**config.mk**
```make
export PLATFORM = sky130hd
export DESIGN_NAME = iqr_trimmed_window_mean
export DESIGN_NICKNAME = d
export VERILOG_FILES = /design/src/hw/rtl/itwm_pkg.sv /design/src/hw/rtl/itwm_cell.sv /design/src/hw/rtl/itwm_div.sv /design/src/hw/rtl/iqr_trimmed_window_mean.sv
export SDC_FILE = /design/constraint.sdc
export NUM_CORES = 2
export LEC_CHECK = 0
export BUFFER_PORTS_ARGS = -buffer_cell sky130_fd_sc_hd__buf_2
export CAP_MARGIN = 20
export CORE_UTILIZATION = 44
export CTS_BUF_LIST = sky130_fd_sc_hd__clkbuf_4
export DETAILED_ROUTE_END_ITERATION = 10
export SETUP_SLACK_MARGIN = 0.3
export SLEW_MARGIN = 30
export SYNTH_ARGS = -nofsm -noshare
export SYNTH_HDL_FRONTEND = slang
export SYNTH_SLANG_ARGS = --single-unit
```
**constraint.sdc**
```tcl
create_clock -name clk -period 64 [get_ports clk]
set_clock_uncertainty 0.1 [all_clocks]
set_input_delay 12.8 -clock clk [delete_from_list [all_inputs] [get_ports clk]]
set_output_delay 12.8 -clock clk [all_outputs]
set_load 0.01 [all_outputs]
```
**src/hw/rtl/itwm_pkg.sv**
```systemverilog
package itwm_pkg;

    localparam int WINDOW_LEN  = 30;
    localparam int SAMPLE_BITS = 24;

    // Ranks, strides and counts all fit in five bits for a window of up to 30.
    localparam int IDX_W   = 5;
    localparam int CNT_W   = 5;
    localparam int CFG_W   = 5;
    localparam int CFG_IDX_W = 2;
    localparam int SUM_W   = SAMPLE_BITS + CNT_W;
    localparam int FEN_W   = SAMPLE_BITS + 3;
    localparam int DIV_CNT_W = $clog2(SUM_W + 1);

    localparam logic [IDX_W-1:0] LAST_IDX = IDX_W'(WINDOW_LEN - 1);
    localparam logic [CNT_W-1:0] FULL_CNT = CNT_W'(WINDOW_LEN);

    localparam logic [CFG_IDX_W-1:0] CFG_STRIDE = 2'd0;
    localparam logic [CFG_IDX_W-1:0] CFG_LOWER  = 2'd1;
    localparam logic [CFG_IDX_W-1:0] CFG_UPPER  = 2'd2;

    localparam logic [CFG_W-1:0] STRIDE_RST = 5'd5;
    localparam logic [CFG_W-1:0] LOWER_RST  = 5'd6;
    localparam logic [CFG_W-1:0] UPPER_RST  = 5'd22;

    typedef enum logic [3:0] {
        S_IDLE,
        S_LOAD,
        S_CMP,
        S_SEL,
        S_FEN_IQR,
        S_FEN_MARGIN,
        S_FEN_BOUNDS,
        S_SUM,
        S_DIV_START,
        S_DIV,
        S_HOLD
    } state_t;

    typedef struct packed {
        logic shift_in;
        logic rotate;
        logic load;
        logic cmp;
    } cell_ctrl_t;

endpackage

```
**src/hw/rtl/itwm_cell.sv**
```systemverilog
module itwm_cell (
    input  logic                                      clk,
    input  itwm_pkg::cell_ctrl_t                      ctrl,
    input  logic signed [itwm_pkg::SAMPLE_BITS-1:0]   s_prev,
    input  logic signed [itwm_pkg::SAMPLE_BITS-1:0]   c_prev,
    input  logic [itwm_pkg::CNT_W-1:0]                lt_prev,
    input  logic [itwm_pkg::CNT_W-1:0]                le_prev,
    output logic signed [itwm_pkg::SAMPLE_BITS-1:0]   s,
    output logic signed [itwm_pkg::SAMPLE_BITS-1:0]   c,
    output logic [itwm_pkg::CNT_W-1:0]                lt,
    output logic [itwm_pkg::CNT_W-1:0]                le
);

    localparam int CNT_W = itwm_pkg::CNT_W;

    logic signed [itwm_pkg::SAMPLE_BITS-1:0] s_reg;
    logic signed [itwm_pkg::SAMPLE_BITS-1:0] c_reg;
    logic [itwm_pkg::CNT_W-1:0]              lt_reg;
    logic [itwm_pkg::CNT_W-1:0]              le_reg;

    // Held sample moves on a new item or a rotation; the probe value
    // circulates past every held sample while counting ranks.
    always_ff @(posedge clk)
    begin
        if (ctrl.shift_in || ctrl.rotate)
        begin
            s_reg <= s_prev;
        end
        if (ctrl.load)
        begin
            c_reg  <= s_reg;
            lt_reg <= '0;
            le_reg <= '0;
        end
        else if (ctrl.cmp)
        begin
            c_reg  <= c_prev;
            lt_reg <= lt_reg + CNT_W'(c_reg < s_reg);
            le_reg <= le_reg + CNT_W'(c_reg <= s_reg);
        end
        else if (ctrl.rotate)
        begin
            lt_reg <= lt_prev;
            le_reg <= le_prev;
        end
    end

    assign s  = s_reg;
    assign c  = c_reg;
    assign lt = lt_reg;
    assign le = le_reg;

endmodule

```
**src/hw/rtl/itwm_div.sv**
```systemverilog
module itwm_div (
    input  logic                                      clk,
    input  logic                                      rst_n,
    input  logic                                      start,
    input  logic signed [itwm_pkg::SUM_W-1:0]         dividend,
    input  logic [itwm_pkg::CNT_W-1:0]                divisor,
    output logic                                      done,
    output logic signed [itwm_pkg::SAMPLE_BITS-1:0]   quotient
);

    logic [itwm_pkg::SUM_W-1:0]     quo_reg;
    logic [itwm_pkg::CNT_W-1:0]     rem_reg;
    logic [itwm_pkg::CNT_W-1:0]     dsr_reg;
    logic                           neg_reg;
    logic [itwm_pkg::DIV_CNT_W-1:0] cnt_reg;
    logic                           busy_reg;
    logic                           done_reg;
    logic [itwm_pkg::CNT_W:0]       rem_sh;
    logic                           fits;
    logic [itwm_pkg::SUM_W-1:0]     mag;
    logic [itwm_pkg::SUM_W-1:0]     signed_quo;

    assign mag    = dividend[itwm_pkg::SUM_W-1] ? (~dividend + 1'b1) : dividend;
    assign rem_sh = {rem_reg, quo_reg[itwm_pkg::SUM_W-1]};
    assign fits   = rem_sh >= {1'b0, dsr_reg};

    // One quotient bit per cycle, restoring.
    always_ff @(posedge clk or negedge rst_n)
    begin
        if (!rst_n)
        begin
            busy_reg <= 1'b0;
            done_reg <= 1'b0;
            cnt_reg  <= '0;
        end
        else
        begin
            done_reg <= 1'b0;
            if (start)
            begin
                busy_reg <= 1'b1;
                cnt_reg  <= '0;
            end
            else if (busy_reg)
            begin
                cnt_reg <= cnt_reg + 1'b1;
                if (cnt_reg == itwm_pkg::DIV_CNT_W'(itwm_pkg::SUM_W - 1))
                begin
                    busy_reg <= 1'b0;
                    done_reg <= 1'b1;
                end
            end
        end
    end

    always_ff @(posedge clk)
    begin
        if (start)
        begin
            quo_reg <= mag;
            rem_reg <= '0;
            dsr_reg <= divisor;
            neg_reg <= dividend[itwm_pkg::SUM_W-1];
        end
        else if (busy_reg)
        begin
            quo_reg <= {quo_reg[itwm_pkg::SUM_W-2:0], fits};
            rem_reg <= fits ? itwm_pkg::CNT_W'(rem_sh - {1'b0, dsr_reg})
                            : rem_sh[itwm_pkg::CNT_W-1:0];
        end
    end

    assign signed_quo = neg_reg ? (~quo_reg + 1'b1) : quo_reg;
    assign quotient   = signed_quo[itwm_pkg::SAMPLE_BITS-1:0];
    assign done       = done_reg;

endmodule

```
**src/hw/rtl/iqr_trimmed_window_mean.sv**
```systemverilog
// Channel  | valid     | stall     | payload
// ---------+-----------+-----------+---------------------------
// input    | in_valid  | in_stall  | sample
// output   | out_valid | out_stall | trimmed_mean, kept_count
//
// A sample that is not a stride boundary, or arrives before the window fills,
// leaves the block idle and ready for the next sample. A result takes three
// passes around the cell chain (rank count, quartile pick, fence sum) and the
// serial divider, one quotient bit per cycle.
// Reset clears all control state; the chain needs no clearing.
// in_stall is high while a result is computed or waits for the output slot.
module iqr_trimmed_window_mean (
    input  logic                                    clk,
    input  logic                                    rst_n,
    input  logic                                    in_valid,
    output logic                                    in_stall,
    input  logic signed [itwm_pkg::SAMPLE_BITS-1:0] sample,
    output logic                                    out_valid,
    input  logic                                    out_stall,
    output logic signed [itwm_pkg::SAMPLE_BITS-1:0] trimmed_mean,
    output logic [itwm_pkg::CNT_W-1:0]              kept_count,
    input  logic                                    cfg_we,
    input  logic [itwm_pkg::CFG_IDX_W-1:0]          cfg_index,
    input  logic [itwm_pkg::CFG_W-1:0]              cfg_data
);

    localparam int N  = itwm_pkg::WINDOW_LEN;
    localparam int B  = itwm_pkg::SAMPLE_BITS;
    localparam int CW = itwm_pkg::CNT_W;
    localparam int FW = itwm_pkg::FEN_W;
    localparam int SW = itwm_pkg::SUM_W;

    itwm_pkg::state_t     state_reg, state_next;
    itwm_pkg::cell_ctrl_t ctrl;

    logic [itwm_pkg::CFG_W-1:0] stride_reg, lower_reg, upper_reg;
    logic [CW-1:0]              scnt_reg, scnt_next;
    logic [CW-1:0]              fill_reg;
    logic [itwm_pkg::IDX_W-1:0] step_reg;
    logic                       step_last;

    logic signed [B-1:0]  s_w  [N];
    logic signed [B-1:0]  c_w  [N];
    logic [CW-1:0]        lt_w [N];
    logic [CW-1:0]        le_w [N];

    logic signed [B-1:0]  q1_reg, q3_reg;
    logic signed [FW-1:0] iqr_reg, margin_reg, low_reg, high_reg;
    logic signed [SW-1:0] sum_reg;
    logic [CW-1:0]        kept_reg;

    logic                 out_valid_reg;
    logic signed [B-1:0]  mean_reg;
    logic [CW-1:0]        kcnt_reg;

    logic                 in_acc;
    logic                 boundary;
    logic                 filled_now;
    logic [CW-1:0]        stride_eff;
    logic [CW-1:0]        rank_lo, rank_hi;
    logic                 lo_hit, hi_hit;
    logic signed [FW-1:0] head_wide;
    logic                 in_fence;
    logic                 div_start, div_done;
    logic signed [B-1:0]  div_quo;
    logic                 slot_free;

    assign in_acc     = in_valid && !in_stall;
    assign stride_eff = (stride_reg == '0) ? CW'(1) : stride_reg;
    assign scnt_next  = scnt_reg + 1'b1;
    assign boundary   = (scnt_next >= stride_eff) || (scnt_next == '0);
    assign filled_now = (fill_reg + 1'b1) >= itwm_pkg::FULL_CNT;
    assign rank_lo    = (lower_reg >= itwm_pkg::FULL_CNT) ? itwm_pkg::LAST_IDX : lower_reg;
    assign rank_hi    = (upper_reg >= itwm_pkg::FULL_CNT) ? itwm_pkg::LAST_IDX : upper_reg;
    assign lo_hit     = (lt_w[N-1] <= rank_lo) && (rank_lo < le_w[N-1]);
    assign hi_hit     = (lt_w[N-1] <= rank_hi) && (rank_hi < le_w[N-1]);
    assign head_wide  = FW'(s_w[N-1]);
    assign in_fence   = (head_wide >= low_reg) && (head_wide <= high_reg);
    assign step_last  = step_reg == itwm_pkg::LAST_IDX;
    assign slot_free  = !out_valid_reg || !out_stall;

    for (genvar i = 0; i < N; i++)
    begin : g_cell
        itwm_cell u_cell (
            .clk     (clk),
            .ctrl    (ctrl),
            .s_prev  ((i == 0) ? (ctrl.rotate ? s_w[N-1] : sample) : s_w[(i+N-1)%N]),
            .c_prev  (c_w[(i+N-1)%N]),
            .lt_prev (lt_w[(i+N-1)%N]),
            .le_prev (le_w[(i+N-1)%N]),
            .s       (s_w[i]),
            .c       (c_w[i]),
            .lt      (lt_w[i]),
            .le      (le_w[i])
        );
    end

    itwm_div u_div (
        .clk      (clk),
        .rst_n    (rst_n),
        .start    (div_start),
        .dividend (sum_reg),
        .divisor  (kept_reg),
        .done     (div_done),
        .quotient (div_quo)
    );

    always_comb
    begin
        state_next    = state_reg;
        ctrl          = '0;
        div_start     = 1'b0;
        in_stall      = 1'b1;
        unique case (state_reg)
            itwm_pkg::S_IDLE:
            begin
                in_stall      = 1'b0;
                ctrl.shift_in = in_acc;
                if (in_acc && boundary && filled_now)
                begin
                    state_next = itwm_pkg::S_LOAD;
                end
            end
            itwm_pkg::S_LOAD:
            begin
                ctrl.load  = 1'b1;
                state_next = itwm_pkg::S_CMP;
            end
            itwm_pkg::S_CMP:
            begin
                ctrl.cmp = 1'b1;
                if (step_last)
                begin
                    state_next = itwm_pkg::S_SEL;
                end
            end
            itwm_pkg::S_SEL:
            begin
                ctrl.rotate = 1'b1;
                if (step_last)
                begin
                    state_next = itwm_pkg::S_FEN_IQR;
                end
            end
            itwm_pkg::S_FEN_IQR:    state_next = itwm_pkg::S_FEN_MARGIN;
            itwm_pkg::S_FEN_MARGIN: state_next = itwm_pkg::S_FEN_BOUNDS;
            itwm_pkg::S_FEN_BOUNDS: state_next = itwm_pkg::S_SUM;
            itwm_pkg::S_SUM:
            begin
                ctrl.rotate = 1'b1;
                if (step_last)
                begin
                    state_next = itwm_pkg::S_DIV_START;
                end
            end
            itwm_pkg::S_DIV_START:
            begin
                // Drop the result when nothing lies inside the fences.
                if (kept_reg == '0)
                begin
                    state_next = itwm_pkg::S_IDLE;
                end
                else
                begin
                    div_start  = 1'b1;
                    state_next = itwm_pkg::S_DIV;
                end
            end
            itwm_pkg::S_DIV:
            begin
                if (div_done)
                begin
                    state_next = itwm_pkg::S_HOLD;
                end
            end
            itwm_pkg::S_HOLD:
            begin
                if (slot_free)
                begin
                    state_next = itwm_pkg::S_IDLE;
                end
            end
            default: state_next = itwm_pkg::S_IDLE;
        endcase
    end

    always_ff @(posedge clk or negedge rst_n)
    begin
        if (!rst_n)
        begin
            state_reg     <= itwm_pkg::S_IDLE;
            stride_reg    <= itwm_pkg::STRIDE_RST;
            lower_reg     <= itwm_pkg::LOWER_RST;
            upper_reg     <= itwm_pkg::UPPER_RST;
            scnt_reg      <= '0;
            fill_reg      <= '0;
            step_reg      <= '0;
            out_valid_reg <= 1'b0;
        end
        else
        begin
            state_reg <= state_next;
            if (cfg_we)
            begin
                unique case (cfg_index)
                    itwm_pkg::CFG_STRIDE: stride_reg <= cfg_data;
                    itwm_pkg::CFG_LOWER:  lower_reg  <= cfg_data;
                    itwm_pkg::CFG_UPPER:  upper_reg  <= cfg_data;
                    default: ;
                endcase
            end
            if (in_acc)
            begin
                scnt_reg <= boundary ? '0 : scnt_next;
                if (!filled_now)
                begin
                    fill_reg <= fill_reg + 1'b1;
                end
                else
                begin
                    fill_reg <= itwm_pkg::FULL_CNT;
                end
            end
            if (ctrl.cmp || ctrl.rotate)
            begin
                step_reg <= step_last ? '0 : step_reg + 1'b1;
            end
            else
            begin
                step_reg <= '0;
            end
            if (state_reg == itwm_pkg::S_HOLD && slot_free)
            begin
                out_valid_reg <= 1'b1;
            end
            else if (out_valid_reg && !out_stall)
            begin
                out_valid_reg <= 1'b0;
            end
        end
    end

    always_ff @(posedge clk)
    begin
        if (state_reg == itwm_pkg::S_SEL)
        begin
            if (lo_hit)
            begin
                q1_reg <= s_w[N-1];
            end
            if (hi_hit)
            begin
                q3_reg <= s_w[N-1];
            end
        end
        if (state_reg == itwm_pkg::S_FEN_IQR)
        begin
            iqr_reg <= FW'(q3_reg) - FW'(q1_reg);
        end
        if (state_reg == itwm_pkg::S_FEN_MARGIN)
        begin
            margin_reg <= iqr_reg + (iqr_reg >>> 1);
        end
        if (state_reg == itwm_pkg::S_FEN_BOUNDS)
        begin
            low_reg  <= FW'(q1_reg) - margin_reg;
            high_reg <= FW'(q3_reg) + margin_reg;
            sum_reg  <= '0;
            kept_reg <= '0;
        end
        if (state_reg == itwm_pkg::S_SUM && in_fence)
        begin
            sum_reg  <= sum_reg + SW'(s_w[N-1]);
            kept_reg <= kept_reg + 1'b1;
        end
        if (state_reg == itwm_pkg::S_HOLD && slot_free)
        begin
            mean_reg <= div_quo;
            kcnt_reg <= kept_reg;
        end
    end

    assign out_valid    = out_valid_reg;
    assign trimmed_mean = mean_reg;
    assign kept_count   = kcnt_reg;

endmodule
```
==> impl_summary.log <==
INFO  metric multi_input_logic_area = 44,200 µm²
INFO  metric track_usage = 0.204
INFO  metric dp.cells = 12,100
INFO  metric finalHoldViolCount = 0
INFO  metric grt_max_degree = 216
INFO  metric cts.repair_timing.setup_buffer_count = 0
INFO  metric worst_pin_slew = 1070 ps
INFO  metric seqCellArea = 57,900 µm²
INFO  metric achievable-frequency = 0.0564 GHz
INFO  metric timing.rr.end = g_cell[15].u_cell.s[23]$_DFFE_PP_
INFO  metric vias = 71,200
INFO  metric post_syn_nets = 10,200
INFO  metric synth-seq-cells = 2,038
INFO  metric clkLatencyLatePin = 1380 ps
INFO  metric setup-violations-final = 0
INFO  metric synth_seq_area_share = 0.544
INFO  metric min_path_cells = 0
INFO  metric routed_via_density = 5.45
INFO  metric routed_wl = 249,000 µm
INFO  metric crit_fanout = 80
INFO  metric cap_violations = 0
INFO  metric timing.hold.worst.start = g_cell[26].u_cell.s[10]$_DFFE_PP_
INFO  metric maxSlewViolCount = 0
INFO  metric fp.dieW = 494 µm
INFO  metric totalPowerFinal = 6.54 mW
INFO  metric async_flop_share = 0.0206
INFO  metric slew_headroom = 0.287
INFO  metric status = completed
INFO  metric unique_masters_post_synth = 75
INFO  metric p_leak = 48.1 nW
INFO  metric clock_tree.buffer_depth = 4
INFO  metric post_synth_instance_area = 107,000 µm²
INFO  metric setup_repair_after_global_routing_missed_its_margin = false
INFO  metric post-route-min-period = 17,730 ps
INFO  metric routedWlPerCell = 19.1 µm
INFO  metric worstSetupEndpointType = register
INFO  metric final_nets = 10,600
INFO  metric hpwl = 169,000 µm
INFO  metric fin_setup_tns = 0 ps
INFO  metric timing.hold.ws = 330 ps
INFO  metric ff2ff_path_depth = 9
INFO  metric floorplan.die_area = 244,000 µm²
INFO  metric post-route-drc-count = 0
INFO  metric post-route-period-util = 0.277
INFO  metric synth_top_flop_cell = sky130_fd_sc_hd__edfxtp_1
INFO  metric post-place-ws = 44,360 ps
INFO  metric tritoncts.num_buffers = 574
INFO  metric final.fill_count = 21,200
INFO  metric ios = 67
INFO  metric initial_utilization = 0.443
INFO  metric finish.instance_area = 118,000 µm²
INFO  metric globalplace.congestion = 0.858
INFO  metric postSynthAreaPerCell = 11.8 µm²
INFO  metric r2r_slack = 56,670 ps
INFO  metric grt_antenna_before_repair = 6
INFO  metric synth_enable_flop_cells = 1,691
INFO  metric core_region_area = 241,000 µm²
INFO  metric cts_repair_resize_count = 0
INFO  metric grt_pass1_vias = 71,800
INFO  metric htreeDepth = 6
INFO  metric yosys.area.top_type = sky130_fd_sc_hd__edfxtp_1
INFO  metric floorplan.die.height = 494 µm
INFO  metric cp.required = 64,850 ps
INFO  metric synth_cells = 9,055
INFO  metric globalRouteOverflowTotal = 0
INFO  metric ys_top_cells_by_area = sky130_fd_sc_hd__edfxtp_1, sky130_fd_sc_hd__ha_1, sky130_fd_sc_hd__mux2_2
INFO  metric cts.root.buffer_cell = sky130_fd_sc_hd__clkbuf_4
INFO  metric synthesis.yosys.warnings = 0
INFO  metric cts_tree = done
INFO  metric cp-start-kind = input port
INFO  metric post_route_cells_drive_above_1_share = 0.180
INFO  metric whs_endpoint = g_cell[27].u_cell.s[10]$_DFFE_PP_
INFO  metric io_buffers = 66
INFO  metric top_area_cell_type_share_of_the_netlist_area = 0.477
INFO  metric worst_r2r_startpoint = state_reg[3]$_DFFE_PN0P_
INFO  metric final_antenna_net_count = 0
INFO  metric detail_route.first_pass.iterations = 8
INFO  metric post_cts_hold_buffer_count = 0
INFO  metric worst_slack = 46,270 ps
INFO  metric cts_sinks = 2,038
INFO  metric path_clk_slew = 70 ps
INFO  metric ir_drop = 0.0000343 V
INFO  metric placementRows = 180
INFO  metric area_growth = 10.7%
INFO  metric hold_class = register to register
INFO  metric detailed_place.area = 110,000 µm²
INFO  metric setup.worst_path.class = input port to register
INFO  metric final_cell_count_no_fill = 13,100
INFO  metric power.density = 55.4 nW/µm²
INFO  metric fin_util = 0.490
INFO  metric cp_data_arrival_time = 18,580 ps
INFO  metric first_pass_grt_wire_length = 397,000 µm
INFO  metric drt-initial-drc-count = 5,260
==> placed cells by master, fill, tap and decap left out, types with 305 or more instances in the layout <==
cell type	Yosys	routed
sky130_fd_sc_hd__a21oi_1	728	728
sky130_fd_sc_hd__clkbuf_4	0	855
sky130_fd_sc_hd__dfxtp_1	305	305
sky130_fd_sc_hd__edfxtp_1	1691	1691
sky130_fd_sc_hd__ha_1	1062	1062
sky130_fd_sc_hd__inv_1	918	918
sky130_fd_sc_hd__mux2_2	706	706
sky130_fd_sc_hd__nand2_1	507	505
sky130_fd_sc_hd__nor2_1	398	394
sky130_fd_sc_hd__o21ai_0	481	480
==> cell families after synthesis <==
kind of cell | count (synthesis) | synth area share
AO/OA/AOI/OAI | 1892 | 0.107
AND/OR/NAND/NOR | 1951 | 0.0898
flip-flops | 2038 | 0.544
XOR/XNOR | 165 | 0.0136
buffers and inverters | 1204 | 0.0426
multiplexers | 737 | 0.0775
adder cells (fa/ha/maj) | 1068 | 0.126
==> cells in the mapped netlist, types with 20 or more instances <==
cell type and count:
sky130_fd_sc_hd__a21o_1 253, sky130_fd_sc_hd__o21a_1 120, sky130_fd_sc_hd__xor2_1 71, sky130_fd_sc_hd__nand2b_1 86, sky130_fd_sc_hd__o2111a_1 20, sky130_fd_sc_hd__ha_1 1062, sky130_fd_sc_hd__dfxtp_1 305, sky130_fd_sc_hd__clkbuf_1 252
sky130_fd_sc_hd__nor2_1 398, sky130_fd_sc_hd__a221oi_1 64, sky130_fd_sc_hd__nand4_1 165, sky130_fd_sc_hd__a21oi_1 728, sky130_fd_sc_hd__xnor2_1 94, sky130_fd_sc_hd__and3_1 39, sky130_fd_sc_hd__nand3_1 240, sky130_fd_sc_hd__o21ai_0 481
sky130_fd_sc_hd__and2_1 129, sky130_fd_sc_hd__inv_1 918, sky130_fd_sc_hd__edfxtp_1 1691, sky130_fd_sc_hd__nor3b_1 62, sky130_fd_sc_hd__nor2b_1 98, sky130_fd_sc_hd__nor3_1 164, sky130_fd_sc_hd__nand2_1 507, sky130_fd_sc_hd__mux2i_1 31
sky130_fd_sc_hd__mux2_2 706, sky130_fd_sc_hd__a31oi_1 51, sky130_fd_sc_hd__a211oi_1 35, sky130_fd_sc_hd__dfrtp_1 35
==> worst max path at each step <==
stage,start,to,slack [ps],cells after the start
after floorplan,state_reg[2]$_DFFE_PN0P_,g_cell[0].u_cell.c[0]$_DFFE_PP_,8560,3
final,in_valid,g_cell[15].u_cell.s[23]$_DFFE_PP_,46270,9
after global routing,in_valid,g_cell[17].u_cell.s[21]$_DFFE_PP_,45990,9
after global placement,in_valid,g_cell[17].u_cell.s[18]$_DFFE_PP_,44250,9
after detailed placement,in_valid,g_cell[17].u_cell.s[18]$_DFFE_PP_,44360,9
after CTS,in_valid,g_cell[15].u_cell.s[23]$_DFFE_PP_,45940,9
==> layout make-up <==
cell class	count	area share
diodes	4	0.0000848
clock buffers	855	0.0544
clock inverters	124	0.00841
inverters	918	0.0292
multi-input cells	5813	0.374
flip-flops and latches	2038	0.491
well taps	3185	0.0338
repair buffers	128	0.00863
==> critical path, stage by stage <==
cell and delay [ps]:
sky130_fd_sc_hd__buf_2 100, sky130_fd_sc_hd__nand3_1 280, sky130_fd_sc_hd__nand2_4 730, sky130_fd_sc_hd__buf_4 780, sky130_fd_sc_hd__buf_6 650, sky130_fd_sc_hd__buf_4 800, sky130_fd_sc_hd__buf_6 650, sky130_fd_sc_hd__buf_6 670
sky130_fd_sc_hd__buf_4 780
==> where the power goes <==
group / switching, mW / total (mW) / internal [mW]
Clock: 0.561 / 1.24 / 0.684
Sequential: 0.485 / 2.78 / 2.30
Combinational: 1.47 / 2.52 / 1.05
Total: 2.51 / 6.54 / 4.03
==> layer usage <==
| layer | routed length, µm | vias up | share of wire | global-route usage |
|---|---|---|---|---|
| met4 | 5400 | 2 | 0.022 | 0.0623 |
| met5 | 13 | - | 0.000052 | 0 |
| met1 | 118000 | 34700 | 0.48 | 0.290 |
| met3 | 14400 | 433 | 0.058 | 0.0388 |
| met2 | 111000 | 1833 | 0.45 | 0.313 |
| li1 | - | 34300 | - | - |
No activity file was read; power rests on OpenSTA's default activity.
